<file path="src/sv/pxh_pkg.sv">
// ----------------------------------------------------------------------------
// pxh_pkg: shared types and constants for the plane position to HSV mapper
// Field widths, color limits, register indexes and the divider cell payload.
// ----------------------------------------------------------------------------
package pxh_pkg;

	localparam int HUE_MAX = 360;
	localparam int SAT_MAX = 255;
	localparam int VAL_MAX = 255;

	localparam int COORD_W = 10;  // column / row
	localparam int DIM_W   = 11;  // plane_width / plane_height
	localparam int HUE_W   = 9;
	localparam int CH_W    = 8;   // saturation / brightness
	localparam int IDX_W   = 3;
	localparam int DATA_W  = 11;

	// divider: quotient bits per item, one cell per bit
	localparam int Q_W     = 9;
	localparam int DIV_W   = 11;
	localparam int HNUM_W  = 19;  // HUE_MAX * row
	localparam int SNUM_W  = 18;  // span * column offset
	localparam int NCELL   = Q_W;

	typedef enum logic [IDX_W-1:0] {
		REG_HUE_TOP       = 3'd0,
		REG_SAT_MIN       = 3'd1,
		REG_VAL_MIN       = 3'd2,
		REG_PLANE_WIDTH   = 3'd3,
		REG_PLANE_HEIGHT  = 3'd4,
		REG_CENTER_COLUMN = 3'd5
	} reg_idx_t;

	// partial state of the two divisions as it moves down the cell row
	// *_nq holds the unconsumed dividend bits on top, quotient bits below
	typedef struct packed {
		logic [DIV_W-1:0] h_rem;
		logic [Q_W-1:0]   h_nq;
		logic [DIV_W-1:0] h_div;
		logic [DIV_W-1:0] s_rem;
		logic [Q_W-1:0]   s_nq;
		logic [DIV_W-1:0] s_div;
		logic             lt;   // column left of center
		logic             gt;   // column right of center
	} cell_t;

endpackage

</file>
<file path="src/sv/pxh_div_cell.sv">
// ----------------------------------------------------------------------------
// pxh_div_cell: one restoring division step for hue and for sat/val
// Takes one dividend bit per division, emits one quotient bit, registers.
// ----------------------------------------------------------------------------
module pxh_div_cell (
	input  logic           clk,
	input  logic           arst_n,
	input  logic           en,
	input  logic           valid_i,
	input  pxh_pkg::cell_t cell_i,
	output logic           valid_o,
	output pxh_pkg::cell_t cell_o
);

	logic [pxh_pkg::DIV_W:0]   h_trial;
	logic [pxh_pkg::DIV_W:0]   s_trial;
	logic                      h_ge;
	logic                      s_ge;
	pxh_pkg::cell_t            cell_d;
	logic                      valid_q;
	pxh_pkg::cell_t            cell_q;

	always_comb begin
		h_trial = {cell_i.h_rem, cell_i.h_nq[pxh_pkg::Q_W-1]};
		s_trial = {cell_i.s_rem, cell_i.s_nq[pxh_pkg::Q_W-1]};
		h_ge    = h_trial >= {1'b0, cell_i.h_div};
		s_ge    = s_trial >= {1'b0, cell_i.s_div};

		cell_d       = cell_i;
		cell_d.h_rem = h_ge ? pxh_pkg::DIV_W'(h_trial - {1'b0, cell_i.h_div})
		                    : h_trial[pxh_pkg::DIV_W-1:0];
		cell_d.s_rem = s_ge ? pxh_pkg::DIV_W'(s_trial - {1'b0, cell_i.s_div})
		                    : s_trial[pxh_pkg::DIV_W-1:0];
		cell_d.h_nq  = {cell_i.h_nq[pxh_pkg::Q_W-2:0], h_ge};
		cell_d.s_nq  = {cell_i.s_nq[pxh_pkg::Q_W-2:0], s_ge};
	end

	always_ff @(posedge clk or negedge arst_n) begin
		if (!arst_n) begin
			valid_q <= 1'b0;
		end else if (en) begin
			valid_q <= valid_i;
		end
	end

	always_ff @(posedge clk) begin
		if (en) begin
			cell_q <= cell_d;
		end
	end

	assign valid_o = valid_q;
	assign cell_o  = cell_q;

endmodule

</file>
<file path="src/sv/plane_xy_to_hsv.sv">
// ----------------------------------------------------------------------------
// plane_xy_to_hsv: color plane position to HSV generator
// Clamp, multiply, a row of divider cells, then hue wrap and sat/val finish.
// ----------------------------------------------------------------------------
// Pipeline: 12 registers (2 setup stages, 9 divider cells, 1 output; the
//   first loads at the accepting edge), set by the 9 quotient bits.
// Throughput: one item per cycle while out_ready allows; each stage
//   stalls only when full and blocked, so bubbles collapse and input is
//   taken while a result waits.
// Reset: arst_n clears all valid bits and loads register defaults.
// ----------------------------------------------------------------------------
module plane_xy_to_hsv (
	input  logic                          clk,
	input  logic                          arst_n,
	input  logic                          wr_en,
	input  logic [pxh_pkg::IDX_W-1:0]     wr_index,
	input  logic [pxh_pkg::DATA_W-1:0]    wr_data,
	input  logic                          in_valid,
	output logic                          in_ready,
	input  logic [pxh_pkg::COORD_W-1:0]   column,
	input  logic [pxh_pkg::COORD_W-1:0]   row,
	output logic                          out_valid,
	input  logic                          out_ready,
	output logic [pxh_pkg::HUE_W-1:0]     hue,
	output logic [pxh_pkg::CH_W-1:0]      saturation,
	output logic [pxh_pkg::CH_W-1:0]      brightness
);

	localparam int NC = pxh_pkg::NCELL;

	// configuration
	logic [pxh_pkg::HUE_W-1:0]   hue_top_q;
	logic [pxh_pkg::CH_W-1:0]    sat_min_q;
	logic [pxh_pkg::CH_W-1:0]    val_min_q;
	logic [pxh_pkg::DIM_W-1:0]   width_q;
	logic [pxh_pkg::DIM_W-1:0]   height_q;
	logic [pxh_pkg::COORD_W-1:0] center_q;

	always_ff @(posedge clk or negedge arst_n) begin
		if (!arst_n) begin
			hue_top_q <= '0;
			sat_min_q <= '0;
			val_min_q <= '0;
			width_q   <= pxh_pkg::DIM_W'(256);
			height_q  <= pxh_pkg::DIM_W'(256);
			center_q  <= pxh_pkg::COORD_W'(128);
		end else if (wr_en) begin
			case (pxh_pkg::reg_idx_t'(wr_index))
				pxh_pkg::REG_HUE_TOP:       hue_top_q <= wr_data[pxh_pkg::HUE_W-1:0];
				pxh_pkg::REG_SAT_MIN:       sat_min_q <= wr_data[pxh_pkg::CH_W-1:0];
				pxh_pkg::REG_VAL_MIN:       val_min_q <= wr_data[pxh_pkg::CH_W-1:0];
				pxh_pkg::REG_PLANE_WIDTH:   width_q   <= wr_data[pxh_pkg::DIM_W-1:0];
				pxh_pkg::REG_PLANE_HEIGHT:  height_q  <= wr_data[pxh_pkg::DIM_W-1:0];
				pxh_pkg::REG_CENTER_COLUMN: center_q  <= wr_data[pxh_pkg::COORD_W-1:0];
				default: ;
			endcase
		end
	end

	// derived config (user changes it only while idle, unchecked here)
	logic [pxh_pkg::DIM_W-1:0] h_eff;
	logic [pxh_pkg::DIM_W-1:0] wm1;
	logic [pxh_pkg::DIM_W-1:0] hm1;
	logic [pxh_pkg::CH_W-1:0]  smin;
	logic [pxh_pkg::CH_W-1:0]  vmin;

	always_comb begin
		h_eff = (height_q == '0) ? pxh_pkg::DIM_W'(1) : height_q;
		hm1   = h_eff - pxh_pkg::DIM_W'(1);
		wm1   = (width_q == '0) ? '0 : width_q - pxh_pkg::DIM_W'(1);
		smin  = (sat_min_q > pxh_pkg::CH_W'(pxh_pkg::SAT_MAX)) ?
		        pxh_pkg::CH_W'(pxh_pkg::SAT_MAX) : sat_min_q;
		vmin  = (val_min_q > pxh_pkg::CH_W'(pxh_pkg::VAL_MAX)) ?
		        pxh_pkg::CH_W'(pxh_pkg::VAL_MAX) : val_min_q;
	end

	// stall chain: a stage loads when empty or when its successor loads
	logic          en_out;
	logic [NC-1:0] en_c;
	logic          en_s2;
	logic          en_s1;
	logic [NC-1:0] v_c;
	logic          v_s1;
	logic          v_s2;

	assign en_out = !out_valid || out_ready;

	always_comb begin
		en_c[NC-1] = !v_c[NC-1] || en_out;
		for (int i = NC - 2; i >= 0; i--) begin
			en_c[i] = !v_c[i] || en_c[i+1];
		end
	end

	assign en_s2    = !v_s2 || en_c[0];
	assign en_s1    = !v_s1 || en_s2;
	assign in_ready = en_s1;

	// stage 1: clamp
	logic [pxh_pkg::COORD_W-1:0] x_s1;
	logic [pxh_pkg::COORD_W-1:0] y_s1;

	always_ff @(posedge clk or negedge arst_n) begin
		if (!arst_n) begin
			v_s1 <= 1'b0;
		end else if (en_s1) begin
			v_s1 <= in_valid;
		end
	end

	always_ff @(posedge clk) begin
		if (en_s1) begin
			x_s1 <= ({1'b0, column} > wm1) ? wm1[pxh_pkg::COORD_W-1:0] : column;
			y_s1 <= ({1'b0, row} > hm1) ? hm1[pxh_pkg::COORD_W-1:0] : row;
		end
	end

	// stage 2: products and divisors
	logic                       lt;
	logic                       gt;
	logic [pxh_pkg::CH_W-1:0]   span;
	logic [pxh_pkg::COORD_W-1:0] offs;
	logic [pxh_pkg::HNUM_W-1:0] h_num;
	logic [pxh_pkg::SNUM_W-1:0] s_num;
	pxh_pkg::cell_t             cell_d;
	pxh_pkg::cell_t             cell_s2;

	always_comb begin
		lt    = x_s1 < center_q;
		gt    = x_s1 > center_q;
		span  = lt ? pxh_pkg::CH_W'(pxh_pkg::SAT_MAX) - smin
		           : pxh_pkg::CH_W'(pxh_pkg::VAL_MAX) - vmin;
		offs  = lt ? x_s1 : x_s1 - center_q;
		h_num = pxh_pkg::HNUM_W'(y_s1) * pxh_pkg::HNUM_W'(pxh_pkg::HUE_MAX);
		s_num = (lt || gt) ? pxh_pkg::SNUM_W'(span) * pxh_pkg::SNUM_W'(offs) : '0;

		cell_d.h_rem = pxh_pkg::DIV_W'(h_num >> pxh_pkg::Q_W);
		cell_d.h_nq  = h_num[pxh_pkg::Q_W-1:0];
		cell_d.h_div = h_eff;
		cell_d.s_rem = pxh_pkg::DIV_W'(s_num >> pxh_pkg::Q_W);
		cell_d.s_nq  = s_num[pxh_pkg::Q_W-1:0];
		// at the center the quotient is unused; divide zero by one
		cell_d.s_div = lt ? {1'b0, center_q}
		             : gt ? wm1 - {1'b0, center_q}
		             : pxh_pkg::DIV_W'(1);
		cell_d.lt    = lt;
		cell_d.gt    = gt;
	end

	always_ff @(posedge clk or negedge arst_n) begin
		if (!arst_n) begin
			v_s2 <= 1'b0;
		end else if (en_s2) begin
			v_s2 <= v_s1;
		end
	end

	always_ff @(posedge clk) begin
		if (en_s2) begin
			cell_s2 <= cell_d;
		end
	end

	// divider cell row
	pxh_pkg::cell_t cells [NC];

	genvar g;
	generate
		for (g = 0; g < NC; g++) begin : g_cell
			if (g == 0) begin : g_first
				pxh_div_cell u_cell (
					.clk     (clk),
					.arst_n  (arst_n),
					.en      (en_c[g]),
					.valid_i (v_s2),
					.cell_i  (cell_s2),
					.valid_o (v_c[g]),
					.cell_o  (cells[g])
				);
			end else begin : g_next
				pxh_div_cell u_cell (
					.clk     (clk),
					.arst_n  (arst_n),
					.en      (en_c[g]),
					.valid_i (v_c[g-1]),
					.cell_i  (cells[g-1]),
					.valid_o (v_c[g]),
					.cell_o  (cells[g])
				);
			end
		end
	endgenerate

	// finish: hue wrap (sum stays below three times HUE_MAX), sat/val
	logic [pxh_pkg::HUE_W:0]  hsum;
	logic [pxh_pkg::HUE_W:0]  hwrap1;
	logic [pxh_pkg::HUE_W:0]  hwrap2;
	logic [pxh_pkg::CH_W-1:0] sq;
	logic [pxh_pkg::CH_W-1:0] sat_d;
	logic [pxh_pkg::CH_W-1:0] val_d;

	always_comb begin
		hsum   = {1'b0, hue_top_q} + {1'b0, cells[NC-1].h_nq};
		hwrap1 = (hsum >= (pxh_pkg::HUE_W+1)'(pxh_pkg::HUE_MAX)) ?
		         hsum - (pxh_pkg::HUE_W+1)'(pxh_pkg::HUE_MAX) : hsum;
		hwrap2 = (hwrap1 >= (pxh_pkg::HUE_W+1)'(pxh_pkg::HUE_MAX)) ?
		         hwrap1 - (pxh_pkg::HUE_W+1)'(pxh_pkg::HUE_MAX) : hwrap1;
		sq     = cells[NC-1].s_nq[pxh_pkg::CH_W-1:0];
		sat_d  = cells[NC-1].lt ? smin + sq : pxh_pkg::CH_W'(pxh_pkg::SAT_MAX);
		val_d  = cells[NC-1].gt ? pxh_pkg::CH_W'(pxh_pkg::VAL_MAX) - sq
		                        : pxh_pkg::CH_W'(pxh_pkg::VAL_MAX);
	end

	logic                      out_valid_q;
	logic [pxh_pkg::HUE_W-1:0] hue_q;
	logic [pxh_pkg::CH_W-1:0]  sat_q;
	logic [pxh_pkg::CH_W-1:0]  val_q;

	always_ff @(posedge clk or negedge arst_n) begin
		if (!arst_n) begin
			out_valid_q <= 1'b0;
		end else if (en_out) begin
			out_valid_q <= v_c[NC-1];
		end
	end

	always_ff @(posedge clk) begin
		if (en_out && v_c[NC-1]) begin
			hue_q <= hwrap2[pxh_pkg::HUE_W-1:0];
			sat_q <= sat_d;
			val_q <= val_d;
		end
	end

	assign out_valid  = out_valid_q;
	assign hue        = hue_q;
	assign saturation = sat_q;
	assign brightness = val_q;

endmodule

</file>
<file path="config.mk">
export PLATFORM = sky130hd
export DESIGN_NAME = plane_xy_to_hsv
export DESIGN_NICKNAME = d
export VERILOG_FILES = /design/src/sv/pxh_pkg.sv /design/src/sv/pxh_div_cell.sv /design/src/sv/plane_xy_to_hsv.sv
export SDC_FILE = /design/constraint.sdc
export NUM_CORES = 1
export LEC_CHECK = 0
export BUFFER_PORTS_ARGS = -buffer_cell sky130_fd_sc_hd__buf_2
export CELL_PAD_IN_SITES_DETAIL_PLACEMENT = 1
export CELL_PAD_IN_SITES_GLOBAL_PLACEMENT = 1
export CORE_MARGIN = 5
export CORE_UTILIZATION = 47
export DETAILED_ROUTE_END_ITERATION = 8
export GPL_ROUTABILITY_DRIVEN = 0
export MAX_ROUTING_LAYER = met4
export PLACE_DENSITY = 0.85
export SLEW_MARGIN = 20
export SYNTH_ARGS = -nofsm -noshare
export SYNTH_HDL_FRONTEND = slang
export SYNTH_SLANG_ARGS = --single-unit
</file>
<file path="constraint.sdc">
create_clock -name clk -period 6.6 [get_ports clk]
set_input_delay 0.33 -clock clk [delete_from_list [all_inputs] [get_ports clk]]
set_output_delay 0.33 -clock clk [all_outputs]
set_load 0.1 [all_outputs]
</file>
[Word level (Yosys, flattened, before mapping)]
Cells that the tools add are included.
Word-level totals
  bits in registers: 682
  input bits: 39
Cells by class
  magnitude comparators: 26
  add/subtract/negate cells: 27
  bitwise operators: 1
  reductions and logical operators: 36
  multiplexer cells: 28
  $mul: 2
  equal/unequal tests: 5
Operator list (count)
  12-bit by 11-bit >= comparator with 1-bit output: 16
  11-bit 2-to-1 mux: 17
  11-bit subtractor: 15
  10-bit 2-to-1 mux: 7
  8-bit 2-to-1 mux: 3
  8-bit subtractor (first input constant): 3
  10-bit by 11-bit > comparator with 1-bit output: 2
  11-bit zero test: 2
  11-bit by 1-bit subtractor with 11-bit output (second input constant): 2
  10-bit by 9-bit >= comparator with 1-bit output (second input constant): 2
  8-bit by 10-bit multiplier with 18-bit output: 1
  8-bit > comparator (second input constant): 2
  10-bit by 6-bit multiplier with 16-bit output (second input constant): 1
  1-bit logical OR: 13
  1-bit zero test: 12
  2-bit AND reduction: 6
  10-bit by 11-bit >= comparator with 1-bit output: 1
  11-bit >= comparator: 1
  10-bit by 11-bit subtractor with 11-bit output: 1
  11-bit by 10-bit subtractor with 11-bit output: 1
  9-bit by 9-bit adder with 10-bit output: 1
  10-bit > comparator: 1
  10-bit < comparator: 1
  10-bit subtractor: 1
  other kinds (11): 13

[Logic depth before layout (Yosys ltp)]
Gate-level depths: netlist of run 1.
  word-level depth: 13
  mapped depth: 33

[Modules after synthesis]
From an unflattened synthesis of run 1, not the netlist that was laid out.
Second synthesis, totals
  cells, all modules: 3758
  area, all modules: 43897.1 µm²
By module, submodules not included
  pxh_div_cell at g_cell[1].g_next.u_cell ...: times used 7, area an instance 3500.9 µm², cells each 289
  plane_xy_to_hsv: times used 1, area an instance 12652.1 µm², cells each 1232
  pxh_div_cell at g_cell[7].g_next.u_cell: times used 1, area an instance 3422.0 µm², cells each 262
  pxh_div_cell at g_cell[0].g_first.u_cell: times used 1, area an instance 3316.9 µm², cells each 241

[Worst setup path after synthesis of run 1]
OpenSTA, ideal clock, no wires.
  path kind: register to register
  start point: register out_valid_q, in the netlist out_valid
  end point: register x_s1[0] (netlist bit) (enable)
  clock period less this slack: 7.903 ns
  slack: -1.303 ns
  arrival: 7.158 ns
  stages on the path, launching flop included: 9
  data required time: 5.855 ns
  buffers on the path: 0
  path through: dfrtp_1 > nor2b_1 > nand2_1 > nor2_1 > nand3_1 > nor2_1 > nand3_1 > inv_1 > nand3_1
On the way
  word-level cells in the longest chain between the ends: 13
RTL lines
  start: declaration: line plane_xy_to_hsv.sv:214  | logic out_valid_q;
  start signal: assignment: line plane_xy_to_hsv.sv:223  | out_valid_q <= v_c[NC-1];
  1-bit zero test: line plane_xy_to_hsv.sv:86  | assign en_out = !out_valid || out_ready;
  1-bit logical OR: line plane_xy_to_hsv.sv:86
  1-bit logical OR: line plane_xy_to_hsv.sv:89  | en_c[NC-1] = !v_c[NC-1] || en_out;
  net g_cell[8].g_next.u_cell.en: line pxh_div_cell.sv:8  | input logic en,
  1-bit logical OR (5 in a row): line plane_xy_to_hsv.sv:91  | en_c[i] = !v_c[i] || en_c[i+1];
  net g_cell[3].g_next.u_cell.en: line pxh_div_cell.sv:8
  1-bit logical OR (3 in a row): line plane_xy_to_hsv.sv:91
  net g_cell[0].g_first.u_cell.en: line pxh_div_cell.sv:8
  1-bit logical OR: line plane_xy_to_hsv.sv:95  | assign en_s2 = !v_s2 || en_c[0];
  1-bit logical OR: line plane_xy_to_hsv.sv:96  | assign en_s1 = !v_s1 || en_s2;
  net in_ready: line plane_xy_to_hsv.sv:19  | output logic in_ready,
  end signal: assignment: line plane_xy_to_hsv.sv:113  | x_s1 <= ({1'b0, column} > wm1) ? wm1[pxh_pkg::COORD_W-1:0] : column;
  end: declaration: line plane_xy_to_hsv.sv:100  | logic [pxh_pkg::COORD_W-1:0] x_s1;
The timed path passes the listed nets, and every way through them passes these cells.
A chain may end at the register's enable or synchronous reset.

[Final worst setup path of run 1]
  start point: register x_s1[0] (netlist bit)
  end point: register cell_s2[27] (netlist bit) (data pin)
On the way
  word-level cells in the longest chain between the ends: 3
RTL lines
  10-bit subtractor / 10-bit < comparator (equally long branches): line plane_xy_to_hsv.sv:133, plane_xy_to_hsv.sv:129
  10-bit 2-to-1 mux / 8-bit 2-to-1 mux (equally long branches): line plane_xy_to_hsv.sv:133, plane_xy_to_hsv.sv:131
  8-bit by 10-bit multiplier with 18-bit output: line plane_xy_to_hsv.sv:135  | s_num = (lt || gt) ? pxh_pkg::SNUM_W'(span) * pxh_pkg::SNUM_W'(offs) : '0;
  end signal: assignment: line plane_xy_to_hsv.sv:160  | cell_s2 <= cell_d;
  end: declaration: line plane_xy_to_hsv.sv:126  | pxh_pkg::cell_t cell_s2;
Several ways; a longest one is shown, not always the timed one.

==> impl_metrics.env, run 1 <==
export IMPL_fp_dieW_um=294.8
export IMPL_ys_types=84
export IMPL_placed_area_um2=40170
export IMPL_area_delta_synth_final_pct=13.89
export IMPL_fp_row_count=104
export IMPL_yosysSeqAreaShare_pct=52.21
export IMPL_setup_viol=8
export IMPL_layout_commonest_cell="edfxtp_1"
export IMPL_clockBufferDepth=3
export IMPL_avgSynthCellArea_um2=11.59
export IMPL_overflow=0
export IMPL_hold_viol=0
export IMPL_timing_fmax_mhz=142.8
export IMPL_drt_pre_antenna_iters=6
export IMPL_first_iter_violations=2175
export IMPL_cts_buffers=73
export IMPL_critPathMaxFanout=23
export IMPL_clk_pin_slew_worst_paths_ns=0.08
export IMPL_violations="setup timing"
export IMPL_fin_ws_ns=-0.4005
export IMPL_core_area_um2=80420
export IMPL_fp_dieArea_um2=86880
export IMPL_worstMarginPinSlew_ns=1.116
export IMPL_antenna_found_initial=2
export IMPL_end_kind="flop"
export IMPL_dp_hpwl_um=72430
export IMPL_routedWlPerCell_um=24.05
export IMPL_cp_required_ns=6.97
export IMPL_wl_um=111000
export IMPL_slowest_delay_ns=0.59
export IMPL_crit_slowest_cell="fa_1"
export IMPL_dr_total_vias=27050
export IMPL_synth_edff_count=605
export IMPL_ios=66
export IMPL_viasPerCell=5.863
export IMPL_track_usage_pct=25.22
export IMPL_synth_main_ff_cell="edfxtp_1"
export IMPL_root_buffer="clkbuf_16"
export IMPL_rr_endpoint="cell_s2[27]"
export IMPL_ctsHtreeMaxLevel=3
export IMPL_ys_async_sr_fraction_pct=10.24
export IMPL_status="finished, violations left"
export IMPL_holdCritStartpoint="column[2]"
export IMPL_grt_max_degree=64
export IMPL_grt_pass1_vias=29590
export IMPL_relSlewSlack_pct=25.36
export IMPL_drc=0
export IMPL_dp_slack_ns=-0.5975
export IMPL_slew_viol_final=0
export IMPL_tns_ns=-1.833
export IMPL_grt_pass1_wl_um=167900
export IMPL_post_route_period_util_pct=106.1
export IMPL_rsz0062_at_grt="true"
export IMPL_hold_class="in -> reg"
export IMPL_design_area_um2=43400
export IMPL_clk_latency_ns=0.65
export IMPL_r2r_cells=32
export IMPL_cap_violations=0
export IMPL_r2r_slack_ns=-0.40
export IMPL_synth_seq_cells=674
export IMPL_hold_end="x_s1[2]"
export IMPL_critPathArrivalTime_ns=7.37
export IMPL_synth_nets=3733
export IMPL_die_h_um=294.8
export IMPL_critPathKind="reg -> reg"
export IMPL_nets=3939
export IMPL_yosys_warnings=0
export IMPL_netlist_area_um2=38110
export IMPL_initial_utilization_pct=47.39
export IMPL_fill_cells=8317
export IMPL_cp_start_kind="flop"
export IMPL_cts_tree="built"
export IMPL_syn_instance_count=3287
export IMPL_drive_above_1_share_pct=15.88
export IMPL_antenna_left=0
export IMPL_hold_depth=2
export IMPL_io_buffers=65
export IMPL_r2r_start="x_s1[0]"
export IMPL_finClkSkew_ns=0.03275
export IMPL_final_cell_mix="edfxtp_1 (605), inv_1 (512), ha_1 (317)"
export IMPL_cts_sinks=674
export IMPL_period_minus_slack_ns=7.001
## per-layer routing
layer / track usage [%] / up-vias / share of wire, %
met4: 10.86 / 0 / 5.6
met5: - / - / 0
met3: 3.775 / 417 / 4.8
met2: 45.78 / 991 / 53
met1: 27.50 / 13610 / 37
li1: - / 12030 / -
## logic make-up (layout without fill, tap and decap cells)
logic type	Yosys count	count (layout)	share of synthesized area (%)
DFF	674	674	52.21
other	0	2	0
buffers and inverters	568	832	5.709
AOI/OAI and AO/OA	568	568	9.879
muxes	183	183	5.269
and+or+nand+nor	806	806	10.09
adders and majority gates	407	407	14.98
xor gates and xnor gates	81	81	1.862
## sequential cells by signal, summed over array words and instances, names as in the netlist, 8 cells and up
name / flops
brightness: 8
width_q: 11
g_cell.g_next.u_cell.valid_o: 8
hue: 9
val_min_q: 8
height_q: 11
hue_top_q: 9
g_cell.g_first.u_cell.cell_o: 60
g_cell.g_next.u_cell.cell_o: 442
y_s1: 10
saturation: 8
center_q: 10
cell_s2: 58
x_s1: 10
sat_min_q: 8
## synthesized netlist by cell type (4+ instances only)
master / count / share of area (%)
inv_1: 524 / 5.2
mux2_2: 141 / 4.2
o31ai_1: 76 / 1.5
o21ai_0: 192 / 2.5
dfrtp_1: 66 / 4.3
xor2_1: 38 / 0.87
a21oi_1: 45 / 0.59
nand2_1: 162 / 1.6
nand2b_1: 23 / 0.38
o22ai_1: 8 / 0.13
mux2i_1: 42 / 1.1
nor4b_1: 13 / 0.30
nand3_1: 93 / 1.2
o21ai_1: 11 / 0.14
a211oi_1: 7 / 0.14
or2_2: 25 / 0.41
nor3b_1: 19 / 0.37
o31a_1: 15 / 0.34
nor3_1: 39 / 0.51
or4_1: 4 / 0.079
fa_1: 82 / 4.3
nor2_1: 303 / 3.0
clkbuf_1: 25 / 0.25
ha_1: 325 / 11
buf_2: 14 / 0.18
xnor2_1: 43 / 0.99
nor2b_1: 53 / 0.87
a21o_1: 29 / 0.57
or3_1: 7 / 0.11
nand4_1: 42 / 0.69
edfxtp_1: 605 / 48
a21boi_0: 113 / 2.2
o21a_1: 26 / 0.51
a31oi_1: 7 / 0.11
## worst max path at each step
stage             from          end  slack [ns]  cells past startpoint
2_1_floorplan  x_s1[0]  cell_s2[30]        0.01                     30
3_3_place_gp   x_s1[0]  cell_s2[30]       -0.23                     30
3_5_place_dp   x_s1[0]  cell_s2[29]       -0.60                     30
4_1_cts        x_s1[0]  cell_s2[30]       -0.20                     32
5_1_grt        x_s1[0]  cell_s2[27]       -0.57                     32
6_report       x_s1[0]  cell_s2[27]       -0.40                     32
## area by class of cell
type	instances	area (um^2)	share of cell area [%]
diodes	2	5.005	0.01153
clock buffers	96	2036	4.690
clock inverters	37	420.4	0.9686
inverters	525	1974	4.549
multi-input cells	2045	16550	38.14
flip-flops and latches	674	19900	45.84
well taps	1060	1326	3.056
repair buffers	174	1191	2.744
## critical path, delay by kind of cell (launching register included)
kind | cells | cell delay (ns)
adder cells (fa/ha/maj) | 7 | 2.91
buffers and inverters | 10 | 1.28
XOR/XNOR | 1 | 0.20
multiplexers | 1 | 0.20
AO/OA/AOI/OAI | 9 | 1.41
flip-flops | 1 | 0.40
AND/OR/NAND/NOR | 4 | 0.33
## metrics by stage
| step | utilization [%] | hold slack (ns) | instances |
|---|---|---|---|
| final | 53.97 | 0.02860 | 4613 |
| after global placement | 49.94 | 0.2418 | 4435 |
| after detailed placement | 49.95 | 0.2460 | 4436 |
| after floorplan | - | 0.03441 | 3287 |
| after global routing | 53.97 | 0.03108 | 4612 |
| after CTS | 53.64 | 0.008999 | 4599 |
## repair_timing
action                                  in CTS  in global routing
setup buffers                               28                 15
pin swaps                                   45                 36
endpoints found under the setup margin       8                 10
endpoints found under the hold margin       26                  0
hold buffers                                 4                  0
resized for setup                           69                 45
Power of run 1 is not shown: default switching activity piles up to over one toggle a cycle in this logic, so the estimate is an artifact.
==> run 2: changes to the inputs <==
CORE_UTILIZATION = 56   (was 47)
PLACE_DENSITY = 0.94   (was 0.85)
clock period = 8.9 ns   (was 6.6 ns; I/O delays follow)
==> run 2 against run 1 <==
- the run still ends with setup timing left
- flip-flop and latch count stayed put
- non-clock buffer count is 89 lower
- worst setup slack better by 0.15 ns
- routed wire length is 24% higher
- clock-buffer cell count is 4 lower
- via count is 10% higher
- clock skew is 0.018 ns higher
- fmax is 24% lower
- critical path depth is 2 lower
==> impl_metrics.env, run 2 (same netlist as run 1, synthesis figures left out) <==
export IMPL_track_usage_pct=36.75
export IMPL_violations="setup timing"
export IMPL_cts_tree="built"
export IMPL_io_buffers=65
export IMPL_antenna_found_initial=5
export IMPL_clk_latency_ns=0.69
export IMPL_routedWlPerCell_um=31.61
export IMPL_cts_buffers=72
export IMPL_drive_above_1_share_pct=11.88
export IMPL_fill_cells=6669
export IMPL_nets=3850
export IMPL_tns_ns=-0.3030
export IMPL_area_delta_synth_final_pct=10.38
export IMPL_clockBufferDepth=3
export IMPL_critPathArrivalTime_ns=9.53
export IMPL_fp_dieW_um=270.9
export IMPL_critPathKind="reg -> reg"
export IMPL_hold_viol=0
export IMPL_critPathMaxFanout=13
export IMPL_initial_utilization_pct=56.65
export IMPL_cp_required_ns=9.28
export IMPL_grt_pass1_wl_um=201600
export IMPL_drt_pre_antenna_iters=6
export IMPL_cts_sinks=674
export IMPL_overflow=0
export IMPL_layout_commonest_cell="edfxtp_1"
export IMPL_hold_class="in -> reg"
export IMPL_drc=0
export IMPL_cap_violations=0
export IMPL_worstMarginPinSlew_ns=1.154
export IMPL_slowest_delay_ns=0.80
export IMPL_grt_pass1_vias=32480
export IMPL_root_buffer="clkbuf_16"
export IMPL_viasPerCell=6.872
export IMPL_met1_usage_pct=37.44
export IMPL_first_iter_violations=3569
export IMPL_fp_row_count=95
export IMPL_grt_busiest_layer="met2"
export IMPL_largest_reg_flops=442
export IMPL_period_minus_slack_ns=9.151
export IMPL_use_met3_pct=7.274
export IMPL_dr_total_vias=29830
export IMPL_ios=66
export IMPL_finClkSkew_ns=0.05061
export IMPL_fin_util_pct=62.53
export IMPL_fin_ws_ns=-0.2513
export IMPL_timing_fmax_mhz=109.3
export IMPL_wl_um=137200
export IMPL_post_route_period_util_pct=102.8
export IMPL_final_cell_mix="edfxtp_1 (605), inv_1 (522), ha_1 (325)"
export IMPL_dp_hpwl_um=80270
export IMPL_crit_slowest_cell="fa_1"
export IMPL_slew_viol_final=0
export IMPL_setup_viol=2
export IMPL_use_met2_pct=62.71
export IMPL_ctsHtreeMaxLevel=3
export IMPL_antenna_left=0
export IMPL_die_h_um=270.9
export IMPL_relSlewSlack_pct=22.80
export IMPL_status="finished, violations left"
export IMPL_grt_max_degree=70
export IMPL_fp_dieArea_um2=73370
export IMPL_clk_pin_slew_worst_paths_ns=0.07
export IMPL_crit_top_cell="inv_1"
export IMPL_end_kind="flop"
export IMPL_core_area_um2=67280
export IMPL_dp_slack_ns=0.5377
export IMPL_cp_start_kind="flop"
## run 2: metrics by stage
stage	hold slack [ns]	instance area, um^2	instances
6_report	0.02264	42070	4341
5_1_grt	0.03386	42070	4341
4_1_cts	0.008191	41920	4329
3_5_place_dp	0.4056	39490	4197
3_3_place_gp	0.4012	39480	4196
2_1_floorplan	0.1494	38110	3287
## run 2: path summary, 6_finish.rpt
| kind | start | end | slack (ns) | cells past startpoint |
|---|---|---|---|---|
| setup / recovery | x_s1[0] | cell_s2[30] | -0.25 | 30 |
| hold / removal | in_valid | v_s1 | 0.02 | 2 |
| setup reg to reg | x_s1[0] | cell_s2[30] | -0.25 | 30 |
| hold reg to reg | g_cell[0].g_first.u_cell.cell_o[16] | g_cell[1].g_next.u_cell.cell_o[17] | 0.42 | 0 |
| max in group asynchronous | arst_n | g_cell[1].g_next.u_cell.valid_o | 8.04 | 3 |
| min in group asynchronous | arst_n | height_q[3] | 0.21 | 2 |
## run 2: repair_timing
action	CTS	global route
pin swaps	0	2
endpoints found under the setup margin	2	7
hold buffers	1	0
endpoints found under the hold margin	17	0
resized for setup	3	13
buffers inserted	0	3
cloned	0	1
## run 2: worst max-delay path: cells and delay by family (launching register included)
kind	cells	cell delay, ns
AND/OR/NAND/NOR	2	0.44
adder cells (fa/ha/maj)	7	3.50
flip-flops	1	0.43
buffers and inverters	6	0.66
XOR/XNOR	1	0.29
AO/OA/AOI/OAI	13	3.05
multiplexers	1	0.45
## run 2: layer usage
layer | part of all wire [%] | vias to the layer above
met1 | 32 | 14520
met2 | 49 | 2428
met3 | 8.5 | 1016
met5 | 0 | -
met4 | 10 | 0
li1 | - | 11860
## run 2: cell type report
type	instances	area, um^2	share of cell area [%]
antenna	7	17.52	0.04164
clock buffer	92	1907	4.533
clock inverter	39	500.5	1.190
inverter	525	1971	4.685
multi-input combinational	2046	16180	38.46
sequential	674	19900	47.30
tap	873	1092	2.597
timing repair buffer	85	500.5	1.190
Power of run 2 is left out for the same reason.
